<file path="config.mk">
export PLATFORM = sky130hd
export DESIGN_NAME = joint_residual_collision_monitor_unit
export DESIGN_NICKNAME = d
export VERILOG_FILES = /design/src/rtl/core/jrcm_pkg.sv /design/src/rtl/core/joint_residual_collision_monitor_unit.sv /design/src/rtl/core/jrcm_ctrl.sv /design/src/rtl/core/jrcm_dp.sv
export SDC_FILE = /design/constraint.sdc
export NUM_CORES = 2
export LEC_CHECK = 0
export BUFFER_PORTS_ARGS = -buffer_cell sky130_fd_sc_hd__buf_2
export CAP_MARGIN = 20
export CORE_ASPECT_RATIO = 0.8
export CORE_UTILIZATION = 65
export CTS_BUF_LIST = sky130_fd_sc_hd__clkbuf_8
export CTS_CLUSTER_DIAMETER = 60
export DETAILED_ROUTE_END_ITERATION = 8
export PLACE_DENSITY = 0.79
export SYNTH_ARGS = -nofsm -noshare
export SYNTH_HDL_FRONTEND = slang
export SYNTH_SLANG_ARGS = --single-unit
</file>
<file path="constraint.sdc">
create_clock -name clk_i -period 23.4 [get_ports clk_i]
set_input_delay 2.34 -clock clk_i [delete_from_list [all_inputs] [get_ports clk_i]]
set_output_delay 2.34 -clock clk_i [all_outputs]
set_load 0.1 [all_outputs]
</file>
<file path="src/rtl/core/jrcm_pkg.sv">
// Package of the joint residual collision monitor.
// Holds the item types, the register codes, the controller interface types and the
// saturation helper. It depends on nothing else.
package jrcm_pkg;

  // Largest number of joints one item carries.
  localparam int MAX_JOINTS = 4;

  // Register reset values.
  localparam logic [14:0] HPF_GAIN_RST      = 15'd7914;
  localparam logic [22:0] THRESH_OFFSET_RST = 23'd65536;
  localparam logic [3:0]  JOINT_ENABLE_RST  = 4'd7;

  // Envelope start values, minus and plus 10000 in Q16.16.
  localparam logic signed [31:0] ENV_INIT_HIGH = -32'sd655360000;
  localparam logic signed [31:0] ENV_INIT_LOW  = 32'sd655360000;

  // Rounding constant for a product with the Q1.15 gain.
  localparam logic signed [48:0] ROUND_Q15 = 49'sd16384;

  // Collision source codes.
  localparam logic [2:0] SRC_NONE = 3'd0;
  localparam logic [2:0] SRC_STOP = 3'd5;

  // Configuration register indexes.
  localparam int CFG_IDX_W = 2;
  localparam int CFG_DATA_W = 23;
  localparam logic [CFG_IDX_W-1:0] CFG_HPF_GAIN      = 2'd0;
  localparam logic [CFG_IDX_W-1:0] CFG_THRESH_OFFSET = 2'd1;
  localparam logic [CFG_IDX_W-1:0] CFG_JOINT_ENABLE  = 2'd2;

  // Default joint count of the top level.
  localparam int JOINTS_DEF = 4;

  // One input item.
  typedef struct packed {
    logic signed [31:0] residual_j1;
    logic signed [31:0] residual_j2;
    logic signed [31:0] residual_j3;
    logic signed [31:0] residual_j4;
    logic               armed;
    logic               stop_request;
    logic               restart;
  } in_item_t;

  // One result item.
  typedef struct packed {
    logic signed [31:0] filtered_j1;
    logic signed [31:0] filtered_j2;
    logic signed [31:0] filtered_j3;
    logic signed [31:0] filtered_j4;
    logic               collision_flag;
    logic [2:0]         collision_source;
  } out_item_t;

  // Controller states.
  typedef enum logic [5:0] {
    ST_IDLE = 6'b000001,
    ST_MUL1 = 6'b000010,
    ST_SUB  = 6'b000100,
    ST_MUL2 = 6'b001000,
    ST_FIN  = 6'b010000,
    ST_DONE = 6'b100000
  } state_e;

  // Commands from the controller to the datapath.
  typedef struct packed {
    logic start;
    logic mul1;
    logic sub;
    logic mul2;
    logic fin;
    logic load_out;
  } cmd_t;

  // Status from the datapath to the controller.
  typedef struct packed {
    logic last_joint;
    logic out_free;
  } status_t;

  // Saturate a wide signed value to the signed 32-bit range.
  function automatic logic signed [31:0] sat32(input logic signed [49:0] v);
    logic signed [31:0] r;
    if (v > 50'sd2147483647) begin
      r = 32'sh7FFFFFFF;
    end else if (v < -50'sd2147483648) begin
      r = 32'sh80000000;
    end else begin
      r = v[31:0];
    end
    return r;
  endfunction

endpackage

</file>
<file path="src/rtl/core/joint_residual_collision_monitor_unit.sv">
// Top level of the joint residual collision monitor.
// Joins jrcm_ctrl and jrcm_dp; depends on jrcm_pkg.
//
// Usage:
//   The in channel (in_valid_i, in_ready_o, in_item_i) takes one item per servo tick
//   with up to four joint residuals and the armed, stop and restart levels. The out
//   channel (out_valid_o, out_ready_i, out_item_o) returns one item per input item
//   with the high-pass outputs and the latched collision flag and source.
//   The cfg channel (cfg_valid_i, cfg_ready_o, cfg_index_i, cfg_data_i) writes the
//   filter gain, the envelope margin and the joint enable mask; it is always ready
//   and is meant to be written while no item is in flight.
//   Sequence: an item is accepted in the idle state, then each joint passes through
//   the MUL1, SUB, MUL2 and FIN states around the single shared gain multiplier (two
//   products, one add, one update). After the last joint the result is loaded into the
//   output register; the next item is accepted only once the controller is back in idle.
//   The result sits in an output register, so the next item is accepted and worked
//   on while the receiver stalls; only the hand-off of a second result waits.
//   Reset clears the registers to their defaults, the filter history and warm-up
//   count to zero, the collision latch, and the envelopes to minus and plus 10000.
module joint_residual_collision_monitor_unit #(
  parameter int JOINTS = jrcm_pkg::JOINTS_DEF
) (
  input  logic                            clk_i,
  input  logic                            rst_ni,
  input  logic                            in_valid_i,
  output logic                            in_ready_o,
  input  jrcm_pkg::in_item_t              in_item_i,
  output logic                            out_valid_o,
  input  logic                            out_ready_i,
  output jrcm_pkg::out_item_t             out_item_o,
  input  logic                            cfg_valid_i,
  output logic                            cfg_ready_o,
  input  logic [jrcm_pkg::CFG_IDX_W-1:0]  cfg_index_i,
  input  logic [jrcm_pkg::CFG_DATA_W-1:0] cfg_data_i
);

  jrcm_pkg::cmd_t    cmd;
  jrcm_pkg::status_t status;

  assign cfg_ready_o = 1'b1;

  // Sequencer.
  jrcm_ctrl u_ctrl (
    .clk_i      (clk_i),
    .rst_ni     (rst_ni),
    .in_valid_i (in_valid_i),
    .in_ready_o (in_ready_o),
    .status_i   (status),
    .cmd_o      (cmd)
  );

  // Filter, envelope and output datapath.
  jrcm_dp #(
    .JOINTS (JOINTS)
  ) u_dp (
    .clk_i       (clk_i),
    .rst_ni      (rst_ni),
    .in_item_i   (in_item_i),
    .cfg_we_i    (cfg_valid_i),
    .cfg_index_i (cfg_index_i),
    .cfg_data_i  (cfg_data_i),
    .cmd_i       (cmd),
    .status_o    (status),
    .out_valid_o (out_valid_o),
    .out_ready_i (out_ready_i),
    .out_item_o  (out_item_o)
  );

endmodule

</file>
<file path="src/rtl/core/jrcm_ctrl.sv">
// Controller of the joint residual collision monitor.
// Sequences the four filter steps of every joint and the result hand-off.
// Depends on jrcm_pkg.
module jrcm_ctrl (
  input  logic              clk_i,
  input  logic              rst_ni,
  input  logic              in_valid_i,
  output logic              in_ready_o,
  input  jrcm_pkg::status_t status_i,
  output jrcm_pkg::cmd_t    cmd_o
);

  jrcm_pkg::state_e state_q, state_d;

  // State register.
  always_ff @(posedge clk_i or negedge rst_ni) begin
    if (!rst_ni) begin
      state_q <= jrcm_pkg::ST_IDLE;
    end else begin
      state_q <= state_d;
    end
  end

  assign in_ready_o = (state_q == jrcm_pkg::ST_IDLE);

  // Next state and commands.
  always_comb begin
    state_d = state_q;
    cmd_o   = '0;
    unique case (state_q)
      jrcm_pkg::ST_IDLE: begin
        if (in_valid_i) begin
          cmd_o.start = 1'b1;
          state_d     = jrcm_pkg::ST_MUL1;
        end
      end
      jrcm_pkg::ST_MUL1: begin
        cmd_o.mul1 = 1'b1;
        state_d    = jrcm_pkg::ST_SUB;
      end
      jrcm_pkg::ST_SUB: begin
        cmd_o.sub = 1'b1;
        state_d   = jrcm_pkg::ST_MUL2;
      end
      jrcm_pkg::ST_MUL2: begin
        cmd_o.mul2 = 1'b1;
        state_d    = jrcm_pkg::ST_FIN;
      end
      jrcm_pkg::ST_FIN: begin
        cmd_o.fin = 1'b1;
        state_d   = status_i.last_joint ? jrcm_pkg::ST_DONE : jrcm_pkg::ST_MUL1;
      end
      jrcm_pkg::ST_DONE: begin
        if (status_i.out_free) begin
          cmd_o.load_out = 1'b1;
          state_d        = jrcm_pkg::ST_IDLE;
        end
      end
      default: begin
        state_d = jrcm_pkg::ST_IDLE;
      end
    endcase
  end

endmodule

</file>
<file path="src/rtl/core/jrcm_dp.sv">
// Datapath of the joint residual collision monitor.
// Holds the registers, filter history, envelopes, the shared gain multiplier and
// the output register. Depends on jrcm_pkg.
module jrcm_dp #(
  parameter int JOINTS = jrcm_pkg::JOINTS_DEF
) (
  input  logic                                clk_i,
  input  logic                                rst_ni,
  input  jrcm_pkg::in_item_t                  in_item_i,
  input  logic                                cfg_we_i,
  input  logic [jrcm_pkg::CFG_IDX_W-1:0]      cfg_index_i,
  input  logic [jrcm_pkg::CFG_DATA_W-1:0]     cfg_data_i,
  input  jrcm_pkg::cmd_t                      cmd_i,
  output jrcm_pkg::status_t                   status_o,
  output logic                                out_valid_o,
  input  logic                                out_ready_i,
  output jrcm_pkg::out_item_t                 out_item_o
);

  localparam int JW = (JOINTS > 1) ? $clog2(JOINTS) : 1;

  // Configuration registers.
  logic [14:0] hpf_gain_q;
  logic [22:0] thresh_offset_q;
  logic [3:0]  joint_enable_q;

  // Item state.
  jrcm_pkg::in_item_t in_q;
  logic [JW-1:0]      jidx_q;
  logic               active_q;
  logic [1:0]         warm_q;
  logic               armed_before_q;
  logic               latch_q;
  logic [2:0]         src_q;
  logic [2:0]         hit_q;

  logic signed [31:0] hist_q  [JOINTS];
  logic signed [31:0] env_hi_q[JOINTS];
  logic signed [31:0] env_lo_q[JOINTS];
  logic signed [31:0] y_q     [JOINTS];

  // Shared multiplier path.
  logic signed [48:0] prod_q;
  logic signed [31:0] z_q;
  logic signed [32:0] d_q;

  logic               out_valid_q;
  jrcm_pkg::out_item_t out_q;

  logic signed [31:0] x_arr[jrcm_pkg::MAX_JOINTS];
  logic signed [31:0] x_cur;
  logic signed [31:0] zp_cur;
  logic signed [15:0] k_s;
  logic signed [32:0] mul_b;
  logic signed [48:0] mul_p;
  logic signed [48:0] rnd;
  logic signed [31:0] z_new;
  logic signed [31:0] y_filt;
  logic signed [31:0] y_new;
  logic               restart_act;
  logic               active_new;
  logic               out_of_env;
  logic               check_now;
  logic [2:0]         src_new;
  logic               latch_new;
  logic [2:0]         src_fin;

  // Residual selection for the current joint.
  assign x_arr[0] = in_q.residual_j1;
  assign x_arr[1] = in_q.residual_j2;
  assign x_arr[2] = in_q.residual_j3;
  assign x_arr[3] = in_q.residual_j4;
  assign x_cur    = x_arr[jidx_q];
  assign zp_cur   = hist_q[jidx_q];

  // One multiplier serves both gain products.
  assign k_s   = {1'b0, hpf_gain_q};
  assign mul_b = cmd_i.mul2 ? d_q : {zp_cur[31], zp_cur};
  assign mul_p = k_s * mul_b;
  assign rnd   = (prod_q + jrcm_pkg::ROUND_Q15) >>> 15;

  // New history value and filtered output.
  assign z_new  = jrcm_pkg::sat32(50'(x_cur) + 50'(rnd));
  assign y_filt = jrcm_pkg::sat32(50'(rnd));
  assign y_new  = active_q ? y_filt : x_cur;

  // Warm-up state at the start of an item.
  assign restart_act = in_item_i.restart;
  assign active_new  = !restart_act && (warm_q == 2'd2);

  // Envelope check of the current joint.
  assign out_of_env = (y_new > env_hi_q[jidx_q]) || (y_new < env_lo_q[jidx_q]);
  assign check_now  = active_q && in_q.armed && !latch_q && joint_enable_q[jidx_q];

  // Collision decision at the end of an item.
  always_comb begin
    src_fin = src_q;
    latch_new = latch_q;
    if (hit_q != jrcm_pkg::SRC_NONE) begin
      src_new = hit_q;
    end else if (in_q.stop_request) begin
      src_new = jrcm_pkg::SRC_STOP;
    end else begin
      src_new = jrcm_pkg::SRC_NONE;
    end
    if (active_q && in_q.armed && !latch_q && (src_new != jrcm_pkg::SRC_NONE)) begin
      latch_new = 1'b1;
      src_fin   = src_new;
    end
  end

  assign status_o.last_joint = (jidx_q == JW'(JOINTS - 1));
  assign status_o.out_free   = !out_valid_q || out_ready_i;

  // Configuration registers.
  always_ff @(posedge clk_i or negedge rst_ni) begin
    if (!rst_ni) begin
      hpf_gain_q      <= jrcm_pkg::HPF_GAIN_RST;
      thresh_offset_q <= jrcm_pkg::THRESH_OFFSET_RST;
      joint_enable_q  <= jrcm_pkg::JOINT_ENABLE_RST;
    end else if (cfg_we_i) begin
      unique case (cfg_index_i)
        jrcm_pkg::CFG_HPF_GAIN:      hpf_gain_q      <= cfg_data_i[14:0];
        jrcm_pkg::CFG_THRESH_OFFSET: thresh_offset_q <= cfg_data_i[22:0];
        jrcm_pkg::CFG_JOINT_ENABLE:  joint_enable_q  <= cfg_data_i[3:0];
        default: begin
        end
      endcase
    end
  end

  // Control state of the item in flight.
  always_ff @(posedge clk_i or negedge rst_ni) begin
    if (!rst_ni) begin
      jidx_q         <= '0;
      active_q       <= 1'b0;
      warm_q         <= 2'd0;
      armed_before_q <= 1'b0;
      latch_q        <= 1'b0;
      src_q          <= jrcm_pkg::SRC_NONE;
      hit_q          <= jrcm_pkg::SRC_NONE;
      out_valid_q    <= 1'b0;
    end else begin
      if (cmd_i.start) begin
        jidx_q         <= '0;
        hit_q          <= jrcm_pkg::SRC_NONE;
        active_q       <= active_new;
        armed_before_q <= in_item_i.armed;
        if (restart_act) begin
          warm_q  <= 2'd1;
          latch_q <= 1'b0;
          src_q   <= jrcm_pkg::SRC_NONE;
        end else if (warm_q != 2'd2) begin
          warm_q <= warm_q + 2'd1;
        end
      end
      if (cmd_i.fin) begin
        jidx_q <= jidx_q + JW'(1);
        if (check_now && out_of_env) begin
          hit_q <= 3'(jidx_q) + 3'd1;
        end
      end
      if (cmd_i.load_out) begin
        latch_q     <= latch_new;
        src_q       <= src_fin;
        out_valid_q <= 1'b1;
      end else if (out_ready_i) begin
        out_valid_q <= 1'b0;
      end
    end
  end

  // Filter history and envelopes.
  always_ff @(posedge clk_i or negedge rst_ni) begin
    if (!rst_ni) begin
      for (int i = 0; i < JOINTS; i++) begin
        hist_q[i]   <= '0;
        env_hi_q[i] <= jrcm_pkg::ENV_INIT_HIGH;
        env_lo_q[i] <= jrcm_pkg::ENV_INIT_LOW;
      end
    end else begin
      if (cmd_i.start) begin
        for (int i = 0; i < JOINTS; i++) begin
          if (restart_act) begin
            hist_q[i] <= '0;
          end
          if (in_item_i.armed && !armed_before_q) begin
            env_hi_q[i] <= jrcm_pkg::sat32(50'(env_hi_q[i]) + 50'(thresh_offset_q));
            env_lo_q[i] <= jrcm_pkg::sat32(50'(env_lo_q[i]) - 50'(thresh_offset_q));
          end else if (!in_item_i.armed && armed_before_q) begin
            env_hi_q[i] <= jrcm_pkg::ENV_INIT_HIGH;
            env_lo_q[i] <= jrcm_pkg::ENV_INIT_LOW;
          end
        end
      end
      if (cmd_i.fin) begin
        hist_q[jidx_q] <= active_q ? z_q : x_cur;
        // Learn the envelope while unarmed.
        if (active_q && !in_q.armed) begin
          if (y_new > env_hi_q[jidx_q]) begin
            env_hi_q[jidx_q] <= y_new;
          end
          if (y_new < env_lo_q[jidx_q]) begin
            env_lo_q[jidx_q] <= y_new;
          end
        end
      end
    end
  end

  // Payload registers of the working path.
  always_ff @(posedge clk_i) begin
    if (cmd_i.start) begin
      in_q <= in_item_i;
    end
    if (cmd_i.mul1 || cmd_i.mul2) begin
      prod_q <= mul_p;
    end
    if (cmd_i.sub) begin
      z_q <= z_new;
      d_q <= 33'(z_new) - 33'(zp_cur);
    end
    if (cmd_i.fin) begin
      y_q[jidx_q] <= y_new;
    end
  end

  // Output register; joints beyond the joint count read zero.
  always_ff @(posedge clk_i) begin
    if (cmd_i.load_out) begin
      out_q.filtered_j1      <= y_q[0];
      out_q.filtered_j2      <= '0;
      out_q.filtered_j3      <= '0;
      out_q.filtered_j4      <= '0;
      out_q.collision_flag   <= latch_new;
      out_q.collision_source <= src_fin;
      for (int i = 1; i < JOINTS; i++) begin
        unique case (i)
          1: out_q.filtered_j2 <= y_q[i];
          2: out_q.filtered_j3 <= y_q[i];
          default: out_q.filtered_j4 <= y_q[i];
        endcase
      end
    end
  end

  assign out_valid_o = out_valid_q;
  assign out_item_o  = out_q;

endmodule
</file>
; ---- Word level (Yosys, flattened, before mapping)
; Memories as Yosys holds them, arrays and structs flattened. A register that Yosys moved wholly into a read port is not among the register bits.
; Index checks and enable logic that the tools add are counted.
[totals]
n_memories = 1
ram_bits = 128
ff_bits = 694
elab_cells = 228
out_inout_bits = 135
rom_bits = 0
latchBits = 0
[classes]
n_reduce_logical = 33
order_cmp = 25
shift = 0
n_bitwise = 1
multipliers = 1
n_div = 0
muxes = 105
n_addsub = 14
n_eq_ne = 13
[memory_table]
columns = memory, words, width, read_ports, rd_clocked_by_memory_dff, write_ports, line
row1 = u_dp.y_q, 4, 32, 4, 4, 1, jrcm_dp.sv:40  ; logic signed [31:0] y_q [JOINTS];
[op_table]
columns = cell, count
row1 = $mux W32, 51
row2 = $mux W128, 10
row3 = $gt A50 B32 Y1 const B, 9
row4 = $lt A50 B32 Y1 const B, 9
row5 = $bwmux W128, 3
row6 = $bmux W32 S2, 4
row7 = $add A32 B24 Y33, 4
row8 = $sub A32 B24 Y33, 4
row9 = $demux W32 S2, 1
row10 = $add A49 B16 Y49 const B, 1
row11 = $mul A16 B33 Y49, 1
row12 = $pmux W6 S6, 1
row13 = $add A32 B34 Y35, 1
row14 = $gt A34 B32 Y1 const B, 1
row15 = $lt A34 B32 Y1 const B, 1
row16 = $mux W33, 1
row17 = $sub A32 B32 Y33, 1
row18 = $gt A32 B32 Y1, 1
row19 = $lt A32 B32 Y1, 1
row20 = $mux W3, 9
row21 = $mux W6, 3
row22 = $mux W1, 17
row23 = $reduce_and A2 Y1, 6
row24 = $logic_and A1 B1 Y1, 10
row25 = other kinds (22), 42

; ---- Depth between registers and ports, before layout
[depth]
ltp_word = 10
mapped_depth = 34
mapped_depth_nobuf = 32

; ---- Cells and area by module
; Synthesis repeated with hierarchy kept, for this count alone.
[hier_totals]
cells_unflattened = 6901
hier_area_um2 = 71214.6
[by_module_without_submodules]
columns = module, cells_each, seq_area_each_um2, n_inst, area_per_inst_um2
row1 = jrcm_dp, 6864, 25806.0, 1, 70846.7
row2 = jrcm_ctrl, 35, 151.4, 1, 356.6
row3 = joint_residual_collision_monitor_unit, 2, 0.0, 1, 11.3

; ---- Least setup slack after synthesis
; OpenSTA, ideal clock, no wires.
[synth_path]
kind = flip-flop to flip-flop
startpoint = reg u_ctrl.state_q[2]
endpoint = reg u_dp.env_lo_q[30] (netlist name)
period_less_slack_ns = 9.577
arrival_ns = 9.473
stages_incl_launch_ff = 10
setup_ns = 0.104
t_required_ns = 23.296
path_slack_ns = 13.823
path_cell_list = dfrtp_1 > or3_1 > nor4b_1 > nand2_1 > inv_1 > clkbuf_1 > buf_1 > buf_1 > o2111ai_1 > a22oi_1
[synth_rtl]
columns = item, line
row1 = "start, declared", jrcm_ctrl.sv:13  ; jrcm_pkg::state_e state_q, state_d;
row2 = "start signal, assigned", jrcm_ctrl.sv:18  ; state_q <= jrcm_pkg::ST_IDLE;
row3 = "start signal, assigned", jrcm_ctrl.sv:20  ; state_q <= state_d;
row4 = "end signal, assigned by index", jrcm_dp.sv:179  ; env_lo_q[i] <= jrcm_pkg::ENV_INIT_LOW;
row5 = "end signal, assigned by index", jrcm_dp.sv:189  ; env_lo_q[i] <= jrcm_pkg::sat32(50'(env_lo_q[i]) - 50'(thresh_offset_q));
row6 = "end signal, assigned by index", jrcm_dp.sv:192  ; env_lo_q[i] <= jrcm_pkg::ENV_INIT_LOW;
row7 = "end, declared", jrcm_dp.sv:39  ; logic signed [31:0] env_lo_q[JOINTS];

; ---- Worst setup path in the final report
[layout_path]
startpoint = reg u_dp.jidx_q[0]
endpoint = reg u_dp.d_q[29], data pin
[layout_via]
elab_chain_len = 9
elab_cells_between_ends = 13
classes_between = 2 x add/sub / 2 x order compare / 8 x mux / 1 x bitwise
[layout_lines]
columns = item, line
row1 = "start, declared", jrcm_dp.sv:29  ; logic [JW-1:0] jidx_q;
row2 = "start signal, assigned", jrcm_dp.sv:158  ; jidx_q <= jidx_q + JW'(1);
row3 = $not A2 Y3 (not written as such) (*), jrcm_dp.sv:73  ; assign x_cur = x_arr[jidx_q];
row4 = $bmux W32 S2 (*), jrcm_dp.sv:73
row5 = $mux W32 (not written as such) (*) (2 in series), jrcm_dp.sv:73
row6 = $add A32 B34 Y35 (*), jrcm_dp.sv:83  ; assign z_new = jrcm_pkg::sat32(50'(x_cur) + 50'(rnd));
row7 = $lt A50 B32 Y1, jrcm_pkg.sv:87  ; end else if (v < -50'sd2147483648) begin
row8 = $mux W32, jrcm_pkg.sv:87
row9 = $mux W32 (*), jrcm_pkg.sv:85  ; if (v > 50'sd2147483647) begin
row10 = net u_dp.z_new[1], jrcm_dp.sv:57  ; logic signed [31:0] z_new;
row11 = $sub A32 B32 Y33 (*), jrcm_dp.sv:221  ; d_q <= 33'(z_new) - 33'(zp_cur);
row12 = "end signal, assigned", jrcm_dp.sv:221
row13 = "end, declared", jrcm_dp.sv:45  ; logic signed [32:0] d_q;
; The timed path passes the listed nets; every way through them passes the cells marked *. The select of a mux whose other input is x is not followed.
; A chain may end at the register's enable or synchronous reset.

==> impl_results.md <==
* Status: complete, but fails checks
* Failing checks: DRC
* Total grt overflow at 0
* Vert. Die Dim at 300 um
* Crit share post-route at 41.4%
* Avg Vias per Cell at 6.71
* CP max FO at between 90 and 100
* Post-synthesis mux area share at between 5 and 6%
* Yosys warning count at 0
* Register area at 26000 um^2
* Max cap viols at 0
* Post-synthesis simple-gate area fraction at 12.6%
* Library cells used by synthesis at 100
* Die ar. at 112000 um^2
* CP Launch Point: u_dp.jidx_q[0]
* H-tree levels at 4
* Sequential area share after synthesis at between 30% and 40%
* Most frequent cells in the layout: nand2_1 (802), inv_1 (753), o21ai_0 (537)
* CTS tree: yes
* PnR worst setup slack at 13.72 ns
* Worst skew pair latency at 0.88 ns
* Post-Route WL at approximately 230 mm
* Clock skew at between 0.04 and 0.05 ns
* Fillers at 8023
* Largest net degree at the start of global routing at 145
* Layout Cells excl Fill at 9000
* Worst endpoint required time at approximately 24 ns
* Commonest non-fill, non-tap cell in the layout: nand2_1
* Placed cell area at 75400 um^2
* Comb pwr share at 51.9%
* CTS Buffer Depth at 3
* Adder-cell area share of the yosys netlist at 20.7%
* Final core utilization at 71.8%
* Critical path's most frequent cell: o21ai_0
* # setup viols final at 0
* Synth Area in XOR/XNOR at 3.43%
* Wire length on met3 at 37.0 mm
* Sequential share of power at 30.7%
* VDD IR max at 0.124 mV
* Hold Path Class: reg2reg
* Pre-CTS WS at 13.84 ns
* Max Clk Rate at between 100 and 150 MHz
* Crit-path leading delay family: compound AO/OA/AOI/OAI gates
* DRC at 16
* Pins Over Slew Limit at 0
* Vias in the first global route at 59000
* Post-Synthesis Net Count at around 8300
* Row cnt at 108
* DP HPWL at 170 mm
* Hold Violations, Final at 0
* Ratio of cells with drive above 1 in the final layout at 13.2%
* Top sig layer: met5
* Antenna Nets Post-Route at 0
* Initial Util at between 60 and 70%
* RSZ-0062 raised after global routing: no
* Power Dens Cells at 105 nW/um^2
* Starting DRC count in detailed routing at approximately 7800
* Area grow syn2layout at 8.70%
* Post-CTS Setup Inserts at 0
* CP max stage cell: dfrtp_4
* Final min period at 9.68 ns
* PortBufs at 294
* Int Power at 0.00446 W
* DRT Pass-1 Iters at 9
* Wire length on met1 at 89.5 mm
* Relative slew margins at 21.1%
* Switching Power at 0.00379 W
* Post-Syn Instances at 7195
* Reg2reg end: u_dp.d_q[29]
* Fraction of registers with async set/reset at 47.6%
* Synthesized cell area at 72200 um^2
* Register bit count reported by yosys at between 900 and 1000
* First-pass GRT wire length at 349 mm
* Clock Power Share at 17.4%
* Cts bufs inserted at 143
* Multi-input gate area at 42300 um^2
* TritonCTS Sinks at approximately 940
* Fin nets at between 8000 and 9000
* Critical Path End: u_dp.d_q[29]
* Met2 WL at 94.8 mm
* Fin Setup TNS at 0 ns
* Levels on crit path at 30
* CP Capture Type: flip-flop
* Core Region at about 110000 um^2
* I/O pin cnt at a little under 300
* Critical Path Source Type: flip-flop
* Synth Flop Type: edfxtp_1
* CTS resizes at 0
* Die width at 375 um
* Via Count at 60400
* Net Sw Frac at 45.9%
* DR WL/cell at between 20 and 30 um
* Avg Inst Size Synth at 10.0 um^2
* Clock root buffer: clkbuf_8
* Initial antenna violation count at 6
* Leakage at around 33 nW
* Slew of the pin with the lowest slew margin at 1.18 ns
* FF-to-FF path depth at 30
* Flop2flop setup slack at 13.72 ns
* Crit path buffers/inverters at 4
* Compound-Gate Fraction of Synth Area at 16.3%
* Gpl congestion at 1.06
* Max stage delay on crit path at 0.92 ns
* Largest family of logic cells by synthesized area: adder cells
* Critical path class: reg2reg
* Post-synth EDFFs at 490
* Reg2reg start: u_dp.jidx_q[0]
* Hold-fix buffers, CTS at 0
* Crit path arrival time at 10.29 ns
* Total GRT Usage at 41.0%
* Inst Count DP at between 8000 and 9000
* Clock-pin slew on the worst setup and hold paths at 0.08 ns
* Design area at between 70000 and 80000 um^2
==> power groups by stage <==
stage               Sequential (W)  Combinational (W)  Clock (W)
floorplan                  0.00232            0.00300          0
global placement           0.00250            0.00397          0
detailed placement         0.00252            0.00409          0
CTS                        0.00249            0.00412    0.00144
global route               0.00254            0.00462    0.00150
finish                     0.00254            0.00428    0.00143
==> cells by family (layout without fill, tap and decap cells) <==
kind of cell,count (synthesis),count (layout)
and+or+nand+nor,1896,1896
AOI/OAI and AO/OA,1878,1878
buffers and inverters,1070,1439
DFF,936,936
adders and majority gates,908,908
xor gates and xnor gates,283,283
muxes,223,223
other,1,7
==> per-layer routing <==
layer	vias to the layer above	global-route usage (%)
met5	-	0.294
met4	6	14.9
met3	632	14.6
met2	4353	57.5
met1	29400	58.8
li1	26000	-
==> stage by stage <==
stage | hold WS (ns) | total power [W]
after detailed placement | 0.405 | 0.00661
after CTS | 0.415 | 0.00805
after global routing | 0.421 | 0.00866
final | 0.413 | 0.00825
after global placement | 0.401 | 0.00648
after floorplan | 0.400 | 0.00533
==> synthesized netlist by cell type (34+ instances only) <==
cell	number	share of area [%]
a21oi_1	460	3.2
fa_1	476	13
and2_1	253	2.2
and3_1	48	0.42
dfrtp_1	380	13
a211oi_1	85	0.88
xnor2_1	190	2.3
nor2_1	295	1.5
o22ai_1	37	0.32
a221oi_1	46	0.56
a31oi_1	82	0.71
dfstp_2	66	2.4
nor3_1	96	0.67
inv_1	724	3.8
clkbuf_1	286	1.5
nor2b_1	36	0.31
o211ai_1	56	0.58
o21ai_0	565	3.9
mux2i_1	37	0.51
nand2b_1	56	0.48
mux4_2	129	4.0
mux2_2	56	0.87
nand2_1	804	4.2
nand3_1	118	0.82
o31ai_1	34	0.35
nand4_1	54	0.47
o21a_1	58	0.60
a21o_1	157	1.6
xor2_1	93	1.1
edfxtp_1	490	20
o21bai_1	38	0.39
ha_1	432	7.5
==> cell type report <==
type | count | share of cell area, %
Antenna cell | 6 | 0.0191
Clock buffer | 166 | 2.91
Clock inverter | 97 | 0.883
Inverter | 727 | 3.48
Multi-Input combinational cell | 5189 | 53.9
Sequential cell | 936 | 33.1
Tap cell | 1430 | 2.28
Timing Repair Buffer | 449 | 3.48
==> flip-flops by register name, indices dropped and copies added (netlist names) <==
register and count:
u_dp.in_q 130, u_dp.jidx_q 2, u_dp.d_q 33, u_ctrl.state_q 6, u_dp.joint_enable_q 4, u_dp.active_q 1, u_dp.prod_q 35, u_dp.thresh_offset_q 23
u_dp.env_lo_q 128, u_dp.out_item_o 4, u_dp.z_q 32, u_dp.warm_q 2, u_dp.src_q 3, u_dp.out_valid_o 1, u_dp.armed_before_q 1, out_item_o 128
u_dp.latch_q 1, u_dp.y_q 128, u_dp.hpf_gain_q 15, u_dp.env_hi_q 128, u_dp.hit_q 3, u_dp.hist_q 128
==> worst min path at each step <==
| stage | slack [ns] | cells after the start | start | to |
|---|---|---|---|---|
| 2_1_floorplan | 0.40 | 0 | u_dp.y_q[0][0] | out_item_o[100] |
| 3_3_place_gp | 0.40 | 0 | u_dp.y_q[3][0] | out_item_o[4] |
| 3_5_place_dp | 0.40 | 0 | u_dp.y_q[0][6] | out_item_o[106] |
| 4_1_cts | 0.42 | 0 | u_dp.y_q[0][29] | out_item_o[129] |
| 5_1_grt | 0.42 | 0 | u_dp.y_q[3][4] | out_item_o[8] |
| 6_report | 0.41 | 0 | u_dp.y_q[3][6] | out_item_o[10] |
Note: power is estimated with default switching activity, not from simulation.
